$ cat src/hdl/luip_pkg.sv
// ----------------------------------------------------------------------------
// luip_pkg
// Types, register codes and fixed point helpers for lens undistortion.
// ----------------------------------------------------------------------------
`timescale 1ns / 1ps

package luip_pkg;

  localparam int CfgIdxW  = 3;
  localparam int CfgDataW = 32;

  localparam logic [CfgIdxW-1:0] CFG_FOCAL_X = 3'd0;
  localparam logic [CfgIdxW-1:0] CFG_FOCAL_Y = 3'd1;
  localparam logic [CfgIdxW-1:0] CFG_CENTER_X = 3'd2;
  localparam logic [CfgIdxW-1:0] CFG_CENTER_Y = 3'd3;
  localparam logic [CfgIdxW-1:0] CFG_RADIAL_K1 = 3'd4;
  localparam logic [CfgIdxW-1:0] CFG_RADIAL_K2 = 3'd5;
  localparam logic [CfgIdxW-1:0] CFG_TAN_P1 = 3'd6;
  localparam logic [CfgIdxW-1:0] CFG_TAN_P2 = 3'd7;

  localparam int MAX_ITERATIONS_DEF = 100;
  localparam int IMAGE_WIDTH_DEF    = 640;
  localparam int IMAGE_HEIGHT_DEF   = 480;
  localparam logic signed [31:0] RADIAL_K3_DEF = 32'sd0;

  localparam int DivW   = 16;   // focal length width
  localparam int RecipW = 41;   // floor(2^40 / f)
  localparam int MulW   = 33;   // shared multiplier operand width
  localparam int ProdW  = 66;

  localparam logic signed [31:0] QOne  = 32'sh1000_0000;
  localparam logic [43:0]        EpsQ8 = 44'd64;

  typedef struct packed {
    logic [15:0] distorted_x;
    logic [15:0] distorted_y;
  } in_item_t;

  typedef struct packed {
    logic [15:0] corrected_x;
    logic [15:0] corrected_y;
    logic        converged;
  } out_item_t;

  function automatic logic signed [31:0] sat32(input logic signed [ProdW-1:0] v);
    logic signed [31:0] r;
    if (v > 66'sh0_0000_0000_7FFF_FFFF) begin
      r = 32'sh7FFF_FFFF;
    end else if (v < -66'sh0_0000_0000_8000_0000) begin
      r = 32'sh8000_0000;
    end else begin
      r = v[31:0];
    end
    return r;
  endfunction

  function automatic logic signed [33:0] sx34(input logic signed [31:0] v);
    return {{2{v[31]}}, v};
  endfunction

  function automatic logic signed [31:0] sat34(input logic signed [33:0] v);
    return sat32({{32{v[33]}}, v});
  endfunction

  // Q4.28 product: floor shift then saturate
  function automatic logic signed [31:0] mulq(input logic signed [ProdW-1:0] p);
    logic signed [ProdW-1:0] s;
    s = p >>> 28;
    return sat32(s);
  endfunction

endpackage

$ cat src/hdl/luip_mul.sv
// ----------------------------------------------------------------------------
// luip_mul
// Shared signed multiplier with registered product.
// ----------------------------------------------------------------------------
`timescale 1ns / 1ps

module luip_mul (
  input  logic                                clk_i,
  input  logic signed [luip_pkg::MulW-1:0]    a_i,
  input  logic signed [luip_pkg::MulW-1:0]    b_i,
  output logic signed [luip_pkg::ProdW-1:0]   p_o
);

  logic signed [luip_pkg::ProdW-1:0] p_q;

  always_ff @(posedge clk_i) begin
    p_q <= a_i * b_i;
  end

  assign p_o = p_q;

endmodule

$ cat config.mk
export PLATFORM = sky130hd
export DESIGN_NAME = luip_mul
export DESIGN_NICKNAME = d
export VERILOG_FILES = /design/src/hdl/luip_pkg.sv /design/src/hdl/luip_mul.sv
export SDC_FILE = /design/constraint.sdc
export NUM_CORES = 2
export LEC_CHECK = 0
export BUFFER_PORTS_ARGS = -buffer_cell sky130_fd_sc_hd__buf_2
export CORE_ASPECT_RATIO = 0.7
export CORE_MARGIN = 1
export CORE_UTILIZATION = 60
export CTS_CLUSTER_DIAMETER = 100
export DETAILED_ROUTE_END_ITERATION = 7
export GPL_TIMING_DRIVEN = 0
export PLACE_DENSITY = 0.91
export SLEW_MARGIN = 20
export SYNTH_ARGS = -nofsm -noshare
export SYNTH_HDL_FRONTEND = slang
export SYNTH_SLANG_ARGS = --single-unit
export TNS_END_PERCENT = 100
$ cat constraint.sdc
create_clock -name clk_i -period 8.7 [get_ports clk_i]
set_input_delay 1.305 -clock clk_i [delete_from_list [all_inputs] [get_ports clk_i]]
set_output_delay 1.305 -clock clk_i [all_outputs]
set_load 0.1 [all_outputs]
Word level (Yosys, flattened, before mapping)
Index checks and enable logic that the tools add are counted.

$mul: 1.

Operator list (number): 33-bit by 33-bit multiplier with 66-bit output (1).

Output and inout bits: 66. Word-level logic and storage cells: 2. Flip-flop bits (word level): 66.

Longest topological paths before layout
Depth after elaboration: 1. Depth in mapped cells: 27.

Least setup slack after synthesis
OpenSTA, ideal clock, no wires.

Kind: input port to flip-flop. Start point: input port a_i[32] (netlist name). End point: register p_q (netlist bit p_o[62]). Setup slack: 0.159 ns. Library setup time: 0.079 ns. Stages: 23. Arrival: 8.462 ns. Cells stage by stage: clkbuf_1 nand2_1 inv_1 fa_1 fa_1 fa_1 fa_1 fa_1 fa_1 fa_1 inv_1 fa_1 inv_1 ha_1 clkbuf_1 and3_1 nand3_1 nand2b_1 a2111oi_4 a211oi_4 a21o_2 a21o_1 a211oi_2.

Cells in the longest elaborated chain, start to end: 1.

RTL lines: start, declared (RTL line luip_mul.sv:9) `input logic signed [luip_pkg::MulW-1:0] a_i,`; 33-bit by 33-bit multiplier with 66-bit output (RTL line luip_mul.sv:17) `p_q <= a_i * b_i;`; end signal, assigned (RTL line luip_mul.sv:17); end, declared (RTL line luip_mul.sv:14) `logic signed [luip_pkg::ProdW-1:0] p_q;`.

Every way passes these cells.

Worst setup path after layout
Start point: input port b_i[0] (netlist name). End point: register p_q (netlist bit p_o[65]).

Cells in the longest elaborated chain, start to end: 1.

RTL lines: start, declared (RTL line luip_mul.sv:10) `input logic signed [luip_pkg::MulW-1:0] b_i,`; 33-bit by 33-bit multiplier with 66-bit output (RTL line luip_mul.sv:17).

Every way passes these cells.

==> results.cfg <==
[synth]
yosys.area.top_type_share = 0.563
yosys.area.top_type = fa_1
synth_area_sq_um = 40700
syn-instance-count = 4338
syn_avg_cell_area_sq_um = 9.39
ys_types = 80
syn_nets = 5767
synthTopCellsByArea = fa_1 56%, inv_1 10%, and2_1 8.6%
synth-seq-area-share = 0.0324
async_flop_share = 0
synth.most_common_cell = fa_1
synth-main-ff-cell = dfxtp_1
synth-edff-count = 0
synth_common_cells = 1145 x fa_1, 1131 x inv_1, 562 x and2_1
yosys_warnings = 0
synth_seq_cells = 66

[place]
gp_congestion = 1.11
place_hpwl_um = 137000
numPortBuffers = 132
place_inst = 5361
dp_worst_setup_slack_ns = -1.55

[sta]
fmax_ghz = 0.113
rsz0062_at_grt = yes
fin_crit_ns = 8.83
drv_slew = 0
setup-violations-final = 4
hold_viol = 0
worst_pin_slew_ns = 1.27
fin_crit_sh = 1.02
worst_slack_ns = -0.135
slew_headroom = 0.152

[detailed_routing]
first_pass_iters = 7
postRouteAntennaNets = 0
drt_iter0_markers = 4359
routed_wl_um = 164000
viasPerCell = 6.07
drt-wirelength-per-cell_um = 30.3
drc = 0
vias = 32900

[floorplanning]
core_region_area_sq_um = 66800
rows = 79
die_x_um = 313
die_area_sq_um = 69000
initial_utilization = 0.610
pin_count = 133
fp.dieH_um = 220

[cts]
clkTransAtPathRegs_ns = 0.06
root_buffer = clkbuf_16
cts_hold_buf = 0
clock-sinks = 66
clockBufferDepth = 2
tritoncts = yes
htreeDepth = 3
cts_made_buffers = 9

[final_layout]
largest_register_ffs = 66
nNetsFinal = 5931
syn2layout_area_growth_pct = 7.66
final_core_util = 0.656
drive_above_1_share = 0.105
instances_no_fill = 5416

[critical_path]
critPathMaxFanout = 10
cp_data_required_time_ns = 8.95
cp-start-kind = input pin
critPathMaxStageDelay_ns = 0.62
path_class = in2reg
cpMaxStageDelayCell = fa_1
cpMostUsedCell = fa_1
critPathCaptureType = flop
critPathArrivalTime_ns = 9.09

[hold_path]
hp-class = in2reg

[outcome]
outcome = finished, violations left
violations = setup timing

[global_routing]
gr-total-overflow = 0
grt_max_degree = 27
grt_pass1_vias = 33700
grt_first_pass_wirelength_um = 234000
track_usage = 0.491
grt_antenna_before_repair = 15

[job]
max_cap_violations = 0
==> final timing paths <==
path / from / endpoint / slack [ns] / cells after the start
setup / recovery: b_i[0] / p_o[65]$_DFF_P_ / -0.13 / 25
hold / removal: a_i[0] / p_o[0]$_DFF_P_ / 1.28 / 2
==> timing repair <==
item,in CTS,in global routing
setup endpoints to repair,34,33
setup buffers,12,15
pin swaps,7,22
gates resized for setup,200,328
cloned,0,0
==> per-layer routing <==
metal,vias up,wire length [um],GRT usage,share of wire
met3,604,35600,0.368,0.22
met2,3007,60200,0.608,0.37
met1,16500,60200,0.645,0.37
li1,12700,-,-,-
met5,-,870,0.0717,0.0053
met4,18,6920,0.149,0.042
==> area by class of cell <==
class,count,area (sq um)
antenna,18,45.0
buffer,215,1380
clock buffer,11,253
clock inverter,5,62.6
fill,5294,23000
inverter,1131,4250
multi-input combinational,2920,34500
sequential,66,1320
tap,891,1110
timing repair buffer,159,900
==> cells by family (layout without fill, tap and decap cells) <==
kind of cell | Yosys count | after routing | share of synthesized area
fa+ha+maj | 1362 | 1362 | 0.629
simple gates | 1271 | 1271 | 0.158
buf+inv | 1352 | 1521 | 0.125
compound gates | 219 | 219 | 0.0407
other cells | 0 | 18 | 0
xor+xnor | 68 | 68 | 0.0146
flops | 66 | 66 | 0.0324
==> stage by stage <==
stage	TNS [ns]	hold slack (ns)	area, sq um
2_1_floorplan	0	1.43	40700
3_3_place_gp	-28.42	1.65	42500
3_5_place_dp	-31.21	1.66	42500
4_1_cts	-0.0471	1.27	43300
5_1_grt	-0.707	1.29	43800
6_report	-0.259	1.28	43900
==> worst max-delay path: cells and delay by family <==
kind	cells	cell delay [ns]
AND/OR/NAND/NOR	1	0.12
buffers and inverters	7	1.22
AO/OA/AOI/OAI	7	1.54
XOR/XNOR	1	0.15
adder cells (fa/ha/maj)	9	4.76
==> cells in the final DEF (no fill, tap or decap), drive strengths merged, types with 4 or more instances in the layout <==
cell type | synthesis | final
fa | 1145 | 1145
inv | 1131 | 1129
and2 | 563 | 563
nand2 | 551 | 551
buf | 13 | 222
ha | 217 | 217
clkbuf | 208 | 163
nor2 | 68 | 68
dfxtp | 66 | 66
a21oi | 61 | 61
xnor2 | 43 | 43
a21o | 38 | 38
o21ai | 33 | 33
nand3 | 26 | 26
xor2 | 25 | 25
diode | 0 | 18
nand2b | 12 | 12
nand4 | 12 | 12
o21bai | 11 | 11
a211oi | 11 | 11
a31oi | 9 | 9
nor3 | 7 | 7
o31ai | 7 | 7
o21a | 6 | 6
a211o | 6 | 6
and3 | 6 | 6
and4 | 5 | 5
nor2b | 5 | 5
o211ai | 5 | 5
clkinvlp | 0 | 4
Power is left out: the tool's default activity adds up to more than one toggle a clock period on the data nets, which glitch-free logic cannot reach.
