**src/hdl/luip_pkg.sv**
```systemverilog
// ----------------------------------------------------------------------------
// luip_pkg
// Types, register codes and fixed point helpers for lens undistortion.
// ----------------------------------------------------------------------------
`timescale 1ns / 1ps

package luip_pkg;

  localparam int CfgIdxW  = 3;
  localparam int CfgDataW = 32;

  localparam logic [CfgIdxW-1:0] CFG_FOCAL_X = 3'd0;
  localparam logic [CfgIdxW-1:0] CFG_FOCAL_Y = 3'd1;
  localparam logic [CfgIdxW-1:0] CFG_CENTER_X = 3'd2;
  localparam logic [CfgIdxW-1:0] CFG_CENTER_Y = 3'd3;
  localparam logic [CfgIdxW-1:0] CFG_RADIAL_K1 = 3'd4;
  localparam logic [CfgIdxW-1:0] CFG_RADIAL_K2 = 3'd5;
  localparam logic [CfgIdxW-1:0] CFG_TAN_P1 = 3'd6;
  localparam logic [CfgIdxW-1:0] CFG_TAN_P2 = 3'd7;

  localparam int MAX_ITERATIONS_DEF = 100;
  localparam int IMAGE_WIDTH_DEF    = 640;
  localparam int IMAGE_HEIGHT_DEF   = 480;
  localparam logic signed [31:0] RADIAL_K3_DEF = 32'sd0;

  localparam int DivW   = 16;   // focal length width
  localparam int RecipW = 41;   // floor(2^40 / f)
  localparam int MulW   = 33;   // shared multiplier operand width
  localparam int ProdW  = 66;

  localparam logic signed [31:0] QOne  = 32'sh1000_0000;
  localparam logic [43:0]        EpsQ8 = 44'd64;

  typedef struct packed {
    logic [15:0] distorted_x;
    logic [15:0] distorted_y;
  } in_item_t;

  typedef struct packed {
    logic [15:0] corrected_x;
    logic [15:0] corrected_y;
    logic        converged;
  } out_item_t;

  function automatic logic signed [31:0] sat32(input logic signed [ProdW-1:0] v);
    logic signed [31:0] r;
    if (v > 66'sh0_0000_0000_7FFF_FFFF) begin
      r = 32'sh7FFF_FFFF;
    end else if (v < -66'sh0_0000_0000_8000_0000) begin
      r = 32'sh8000_0000;
    end else begin
      r = v[31:0];
    end
    return r;
  endfunction

  function automatic logic signed [33:0] sx34(input logic signed [31:0] v);
    return {{2{v[31]}}, v};
  endfunction

  function automatic logic signed [31:0] sat34(input logic signed [33:0] v);
    return sat32({{32{v[33]}}, v});
  endfunction

  // Q4.28 product: floor shift then saturate
  function automatic logic signed [31:0] mulq(input logic signed [ProdW-1:0] p);
    logic signed [ProdW-1:0] s;
    s = p >>> 28;
    return sat32(s);
  endfunction

endpackage

```
**src/hdl/luip_recip.sv**
```systemverilog
// ----------------------------------------------------------------------------
// luip_recip
// Restoring divider forming floor(2^40 / divisor), one quotient bit a cycle.
// ----------------------------------------------------------------------------
`timescale 1ns / 1ps

module luip_recip (
  input  logic                          clk_i,
  input  logic                          rst_ni,
  input  logic                          start_i,
  input  logic [luip_pkg::DivW-1:0]     divisor_i,
  output logic                          done_o,
  output logic [luip_pkg::RecipW-1:0]   quot_o
);

  localparam int CntW = $clog2(luip_pkg::RecipW);

  logic                         busy_q;
  logic [CntW-1:0]              cnt_q;
  logic [luip_pkg::DivW:0]      rem_q, rem_sh, rem_d;
  logic [luip_pkg::DivW-1:0]    div_q;
  logic [luip_pkg::RecipW-1:0]  quot_q;
  logic                         qbit;
  logic                         done_q;

  always_comb begin
    // dividend is a single one at the top bit
    rem_sh = {rem_q[luip_pkg::DivW-1:0],
              (cnt_q == CntW'(luip_pkg::RecipW - 1))};
    qbit   = (rem_sh >= {1'b0, div_q});
    rem_d  = qbit ? (rem_sh - {1'b0, div_q}) : rem_sh;
  end

  always_ff @(posedge clk_i or negedge rst_ni) begin
    if (!rst_ni) begin
      busy_q <= 1'b0;
      done_q <= 1'b0;
      cnt_q  <= '0;
    end else begin
      done_q <= 1'b0;
      if (start_i) begin
        busy_q <= 1'b1;
        cnt_q  <= CntW'(luip_pkg::RecipW - 1);
      end else if (busy_q) begin
        if (cnt_q == '0) begin
          busy_q <= 1'b0;
          done_q <= 1'b1;
        end else begin
          cnt_q <= cnt_q - 1'b1;
        end
      end
    end
  end

  always_ff @(posedge clk_i) begin
    if (start_i) begin
      div_q  <= divisor_i;
      rem_q  <= '0;
      quot_q <= '0;
    end else if (busy_q) begin
      rem_q  <= rem_d;
      quot_q <= {quot_q[luip_pkg::RecipW-2:0], qbit};
    end
  end

  assign done_o = done_q;
  assign quot_o = quot_q;

endmodule

```
**config.mk**
```make
export PLATFORM = sky130hd
export DESIGN_NAME = luip_recip
export DESIGN_NICKNAME = d
export VERILOG_FILES = /design/src/hdl/luip_pkg.sv /design/src/hdl/luip_recip.sv
export SDC_FILE = /design/constraint.sdc
export NUM_CORES = 1
export LEC_CHECK = 0
export ABC_AREA = 1
export BUFFER_PORTS_ARGS = -buffer_cell sky130_fd_sc_hd__buf_4
export CAP_MARGIN = 10
export CORE_MARGIN = 1
export CORE_UTILIZATION = 50
export CTS_CLUSTER_SIZE = 25
export DETAILED_ROUTE_END_ITERATION = 8
export PLACE_DENSITY = 0.73
export SLEW_MARGIN = 5
export SYNTH_ARGS = -nofsm -noshare
export SYNTH_HDL_FRONTEND = slang
export SYNTH_SLANG_ARGS = --single-unit
```
**constraint.sdc**
```tcl
create_clock -name clk_i -period 6.1 [get_ports clk_i]
set_clock_uncertainty 0.15 [all_clocks]
set_input_delay 1.22 -clock clk_i [delete_from_list [all_inputs] [get_ports clk_i]]
set_output_delay 1.22 -clock clk_i [all_outputs]
set_load 0.01 [all_outputs]
```
Yosys cells after proc, flatten, opt, wreduce, memory -nomap -nowiden
Index checks and enable logic that the tools add are counted.
{ "classes": {"magnitude_cmp": 1, "n_reduce_logical": 3, "addsub": 2, "mux": 10, "n_eq_ne": 2} }
{ "op_table": {"columns": ["op", "count"], "rows": [
  ["6-bit two-way mux", 3],
  ["17-bit by 16-bit greater-or-equal comparator with 1-bit output", 1],
  ["16-bit two-way mux", 1],
  ["16-bit subtractor", 1],
  ["6-bit == test (second input constant)", 1],
  ["6-bit logical NOT", 1],
  ["1-bit two-way mux", 6],
  ["6-bit by 1-bit subtractor with 6-bit output (second input constant)", 1],
  ["2-bit inequality test (second input constant)", 1],
  ["2-bit AND reduction", 1],
  ["2-bit nonzero test", 1]
]} }
{ "totals": {"regBits": 81, "output_inout_bits": 42, "in_bits": 19, "word_cells": 24} }

Depth between registers and ports, before layout
{ "logic_depth": {"depth_word": 4, "ltp_mapped": 16, "depth_no_buf": 16} }

Worst setup path before layout
No wires, ideal clock.
{ "synth_timing": {"path_kind": "register -> register", "start": "register cnt_q[0]", "end": "register rem_q[6] in the netlist's numbering", "required_time_ns": 5.811, "setup_ns": 0.139, "path_buffers": 0, "stages_incl_launch_ff": 14, "period_less_slack_ns": 2.345, "t_arrival_ns": 2.056, "setup_slack_ns": 3.755, "cell_sequence": "dfrtp_1 inv_1 ha_1 nand3_1 ha_1 fa_1 inv_1 nand3_1 nand3_1 nand2_1 a21oi_1 nor2_1 a21boi_1 a21oi_2"} }
{ "synth_between": {"elab_chain_len": 3, "elab_cells_between_ends": 4, "classes_between": "add/sub (1); order compare (1); eq/ne (1); mux (1)"} }
{ "synth_lines": {"columns": ["item", "line_no", "source"], "rows": [
  ["start: declaration", "luip_recip.sv:19", "logic [CntW-1:0] cnt_q;"],
  ["start signal: assignment", "luip_recip.sv:43", "cnt_q <= CntW'(luip_pkg::RecipW - 1);"],
  ["start signal: assignment", "luip_recip.sv:49", "cnt_q <= cnt_q - 1'b1;"],
  ["6-bit == test *", "luip_recip.sv:29", "(cnt_q == CntW'(luip_pkg::RecipW - 1))};"],
  ["16-bit subtractor / 17-bit by 16-bit greater-or-equal comparator with 1-bit output (equally long branches)", "luip_recip.sv:31, luip_recip.sv:30", null],
  ["16-bit two-way mux *", "luip_recip.sv:31", "rem_d = qbit ? (rem_sh - {1'b0, div_q}) : rem_sh;"],
  ["end signal: assignment", "luip_recip.sv:61", "rem_q <= rem_d;"],
  ["end: declaration", "luip_recip.sv:20", "logic [luip_pkg::DivW:0] rem_q, rem_sh, rem_d;"]
]} }
Every way passes the cells marked *; elsewhere a longest branch is shown, timed or not.
A chain may end at the register's enable or synchronous reset.

==> reports/qor.yml <==
route:
  drcViolationCount: 0
  avgRoutedWirePerCell_um: 13.5
  wl_um: 9410
  num_vias: 3606
  vias_per_cell: 5.17
  drtAntennaViolNets: 0
  dr.pass1.iters: 5
  drt_iter0_drc: 157
outcome:
  status: "finished clean"
floorplan:
  ios: 61
  dieWidth_um: 92.9
  core_mm2: 0.00785
  die_h_um: 92.9
  initial_core_util_pct: 52.7
  core.rowCount: 32
  die_area_mm2: 0.00864
cts:
  postCtsResizedCells: 0
  cts_buffers: 9
  post_cts_buffers: 0
  path_clk_slew_ns: 0.09
  clock-sinks: 81
  cts_root_buf: "clkbuf_8"
  htree_levels: 3
  clk_latency_ns: 0.35
  cts_hold_buf: 0
  cts_buffer_depth: 2
  cts_tree: "built"
worst_setup_path:
  critPathMaxFanout: 39
  cp.required_ns: 6.21
  endpoint_kind: "register"
  crit_type: "reg2reg"
  start_kind: "register"
  arrival_ns: 3.12
place:
  gp_congestion: 0.922
  placedCellCount: 680
  pre_cts_slack_ns: 2.30
  post-dp-hpwl_um: 6650
  port_buffers: 60
synthesis:
  netlist_area_mm2: 0.00414
  synth-async-reset-ratio_pct: 9.88
  synth_area_per_cell_um2: 7.76
  seq_area_frac_synth_pct: 44.1
  synth_top_family_by_area: "simple AND/OR/NAND/NOR gates"
  synth_fp_nets: 570
  synthCells: 533
  yosysWarnings: 0
  synthXorXnorAreaFrac_pct: 0
  synth_ff_type: "dfxtp_1"
  synth_seq_cells: 81
  synthMuxAreaShare_pct: 0
  ys_types: 36
  synth-edff-count: 16
  synth_compound_gate_area_share_pct: 13.6
  synthAdderAreaFrac_pct: 5.63
  synth_simple_gate_area_share_pct: 24.2
layout:
  nNetsFinal: 627
  flow.area_growth_from_synthesis_pct: 17.6
  final_cells: 697
  final_util_pct: 62.0
  antenna_cells: 0
  drive_gt1_share_pct: 19.2
timing:
  relSlewSlack_pct: 27.7
  hold_violations: 0
  min_period_ns: 3.01
  rsz0062_at_grt: "no"
  tns_ns: 0
  setup_ws_ns: 3.09
  timing.hold.ws_ns: 0.318
  drv_slew: 0
  fmax_mhz: 332
  setup_violations: 0
  fin_crit_sh_pct: 49.4
  worst_slew_pin_slew_ns: 1.08
global_route:
  grt_usage_pct: 22.6
  antenna_found_initial: 0
  overflow: 0
  grt_pass1_wl_um: 15300
  grt_pass1_vias: 3406
  grt_max_degree: 42
power:
  p_per_area_mw_per_mm2: 385
  p_leak_nw: 2.31
  vdd_drop_max_uv: 145
job:
  max_cap_viol_count: 0
min_path:
  hp-class: "reg2reg"
## layer usage
layer	global-route usage, %	up-vias	wire length (um)
met1	27.4	1632	4180
li1	-	1835	-
met2	35.7	118	4330
met4	10.6	0	259
met5	0	-	0
met3	7.96	21	642
## stage by stage
stage               power [mW]  cell area [um^2]
floorplan                 1.30              4140
global placement          1.44              4630
detailed placement        1.46              4630
CTS                       1.88              4840
global route              2.02              4860
finish                    1.87              4860
## power breakdown
group,switching (mW),internal (mW)
clock network,0.213,0.206
logic,0.497,0.281
registers,0.0613,0.616
## final timing paths
kind	cells past startpoint	from	end	slack (ns)
worst max-delay path	4	busy_q	quot_o[22]	3.09
worst min-delay path	2	quot_o[40]	quot_o[40]	0.32
worst max register to register	4	busy_q	quot_o[22]	3.09
worst min register to register	2	quot_o[40]	quot_o[40]	0.32
max in group asynchronous	1	rst_ni	cnt_q[3]	5.14
min in group asynchronous	1	rst_ni	cnt_q[2]	0.51
## worst max-delay path: stages, from the launching register on
cell and delay, ns:
dfrtp_1 1.01, inv_1 0.57, nor2_4 0.34, inv_1 0.51, o22ai_1 0.32
## cell usage after synthesis, drive strengths merged, types with 7 or more instances
master | number | area share, %
a21boi | 7 | 1.3
dfrtp | 8 | 4.8
a21oi | 23 | 3.8
nand2 | 123 | 12
inv | 113 | 10
edfxtp | 16 | 12
ha | 17 | 5.1
buf | 7 | 1.4
nand3 | 41 | 6.1
o21ai | 15 | 1.9
o22ai | 38 | 5.7
dfxtp | 57 | 28
nand4 | 9 | 1.4
clkbuf | 8 | 0.73
nor2 | 39 | 4.0
## sequential cells by signal, summed over array words and instances, names as in the netlist
signal / count
busy_q: 1
quot_o: 41
div_q: 16
cnt_q: 6
done_o: 1
rem_q: 16
## cells by family after synthesis
family / Yosys count
compound gates: 88
simple gates: 218
flops: 81
buf+inv: 128
fa+ha+maj: 18
## cell usage in the layout, fill, tap and decap left out, types with 9 or more instances in the layout
cell and instances:
a21oi_1 12, a21oi_2 11, buf_4 60, clkbuf_8 10, dfxtp_1 57, edfxtp_1 16, ha_1 17, inv_1 107
nand2_1 117, nand3_1 32, nand3_2 9, nand4_1 9, nor2_1 35, o21ai_0 13, o22ai_1 38
## final cells by class
class | count | area [um^2]
Fill cell | 718 | 2980
Inverter | 113 | 429
Multi-Input combinational cell | 324 | 1800
Clock buffer | 10 | 138
Timing Repair Buffer | 61 | 478
Tap cell | 102 | 128
Clock inverter | 6 | 72.6
Sequential cell | 81 | 1820
Note: power is estimated with default switching activity, not from simulation.
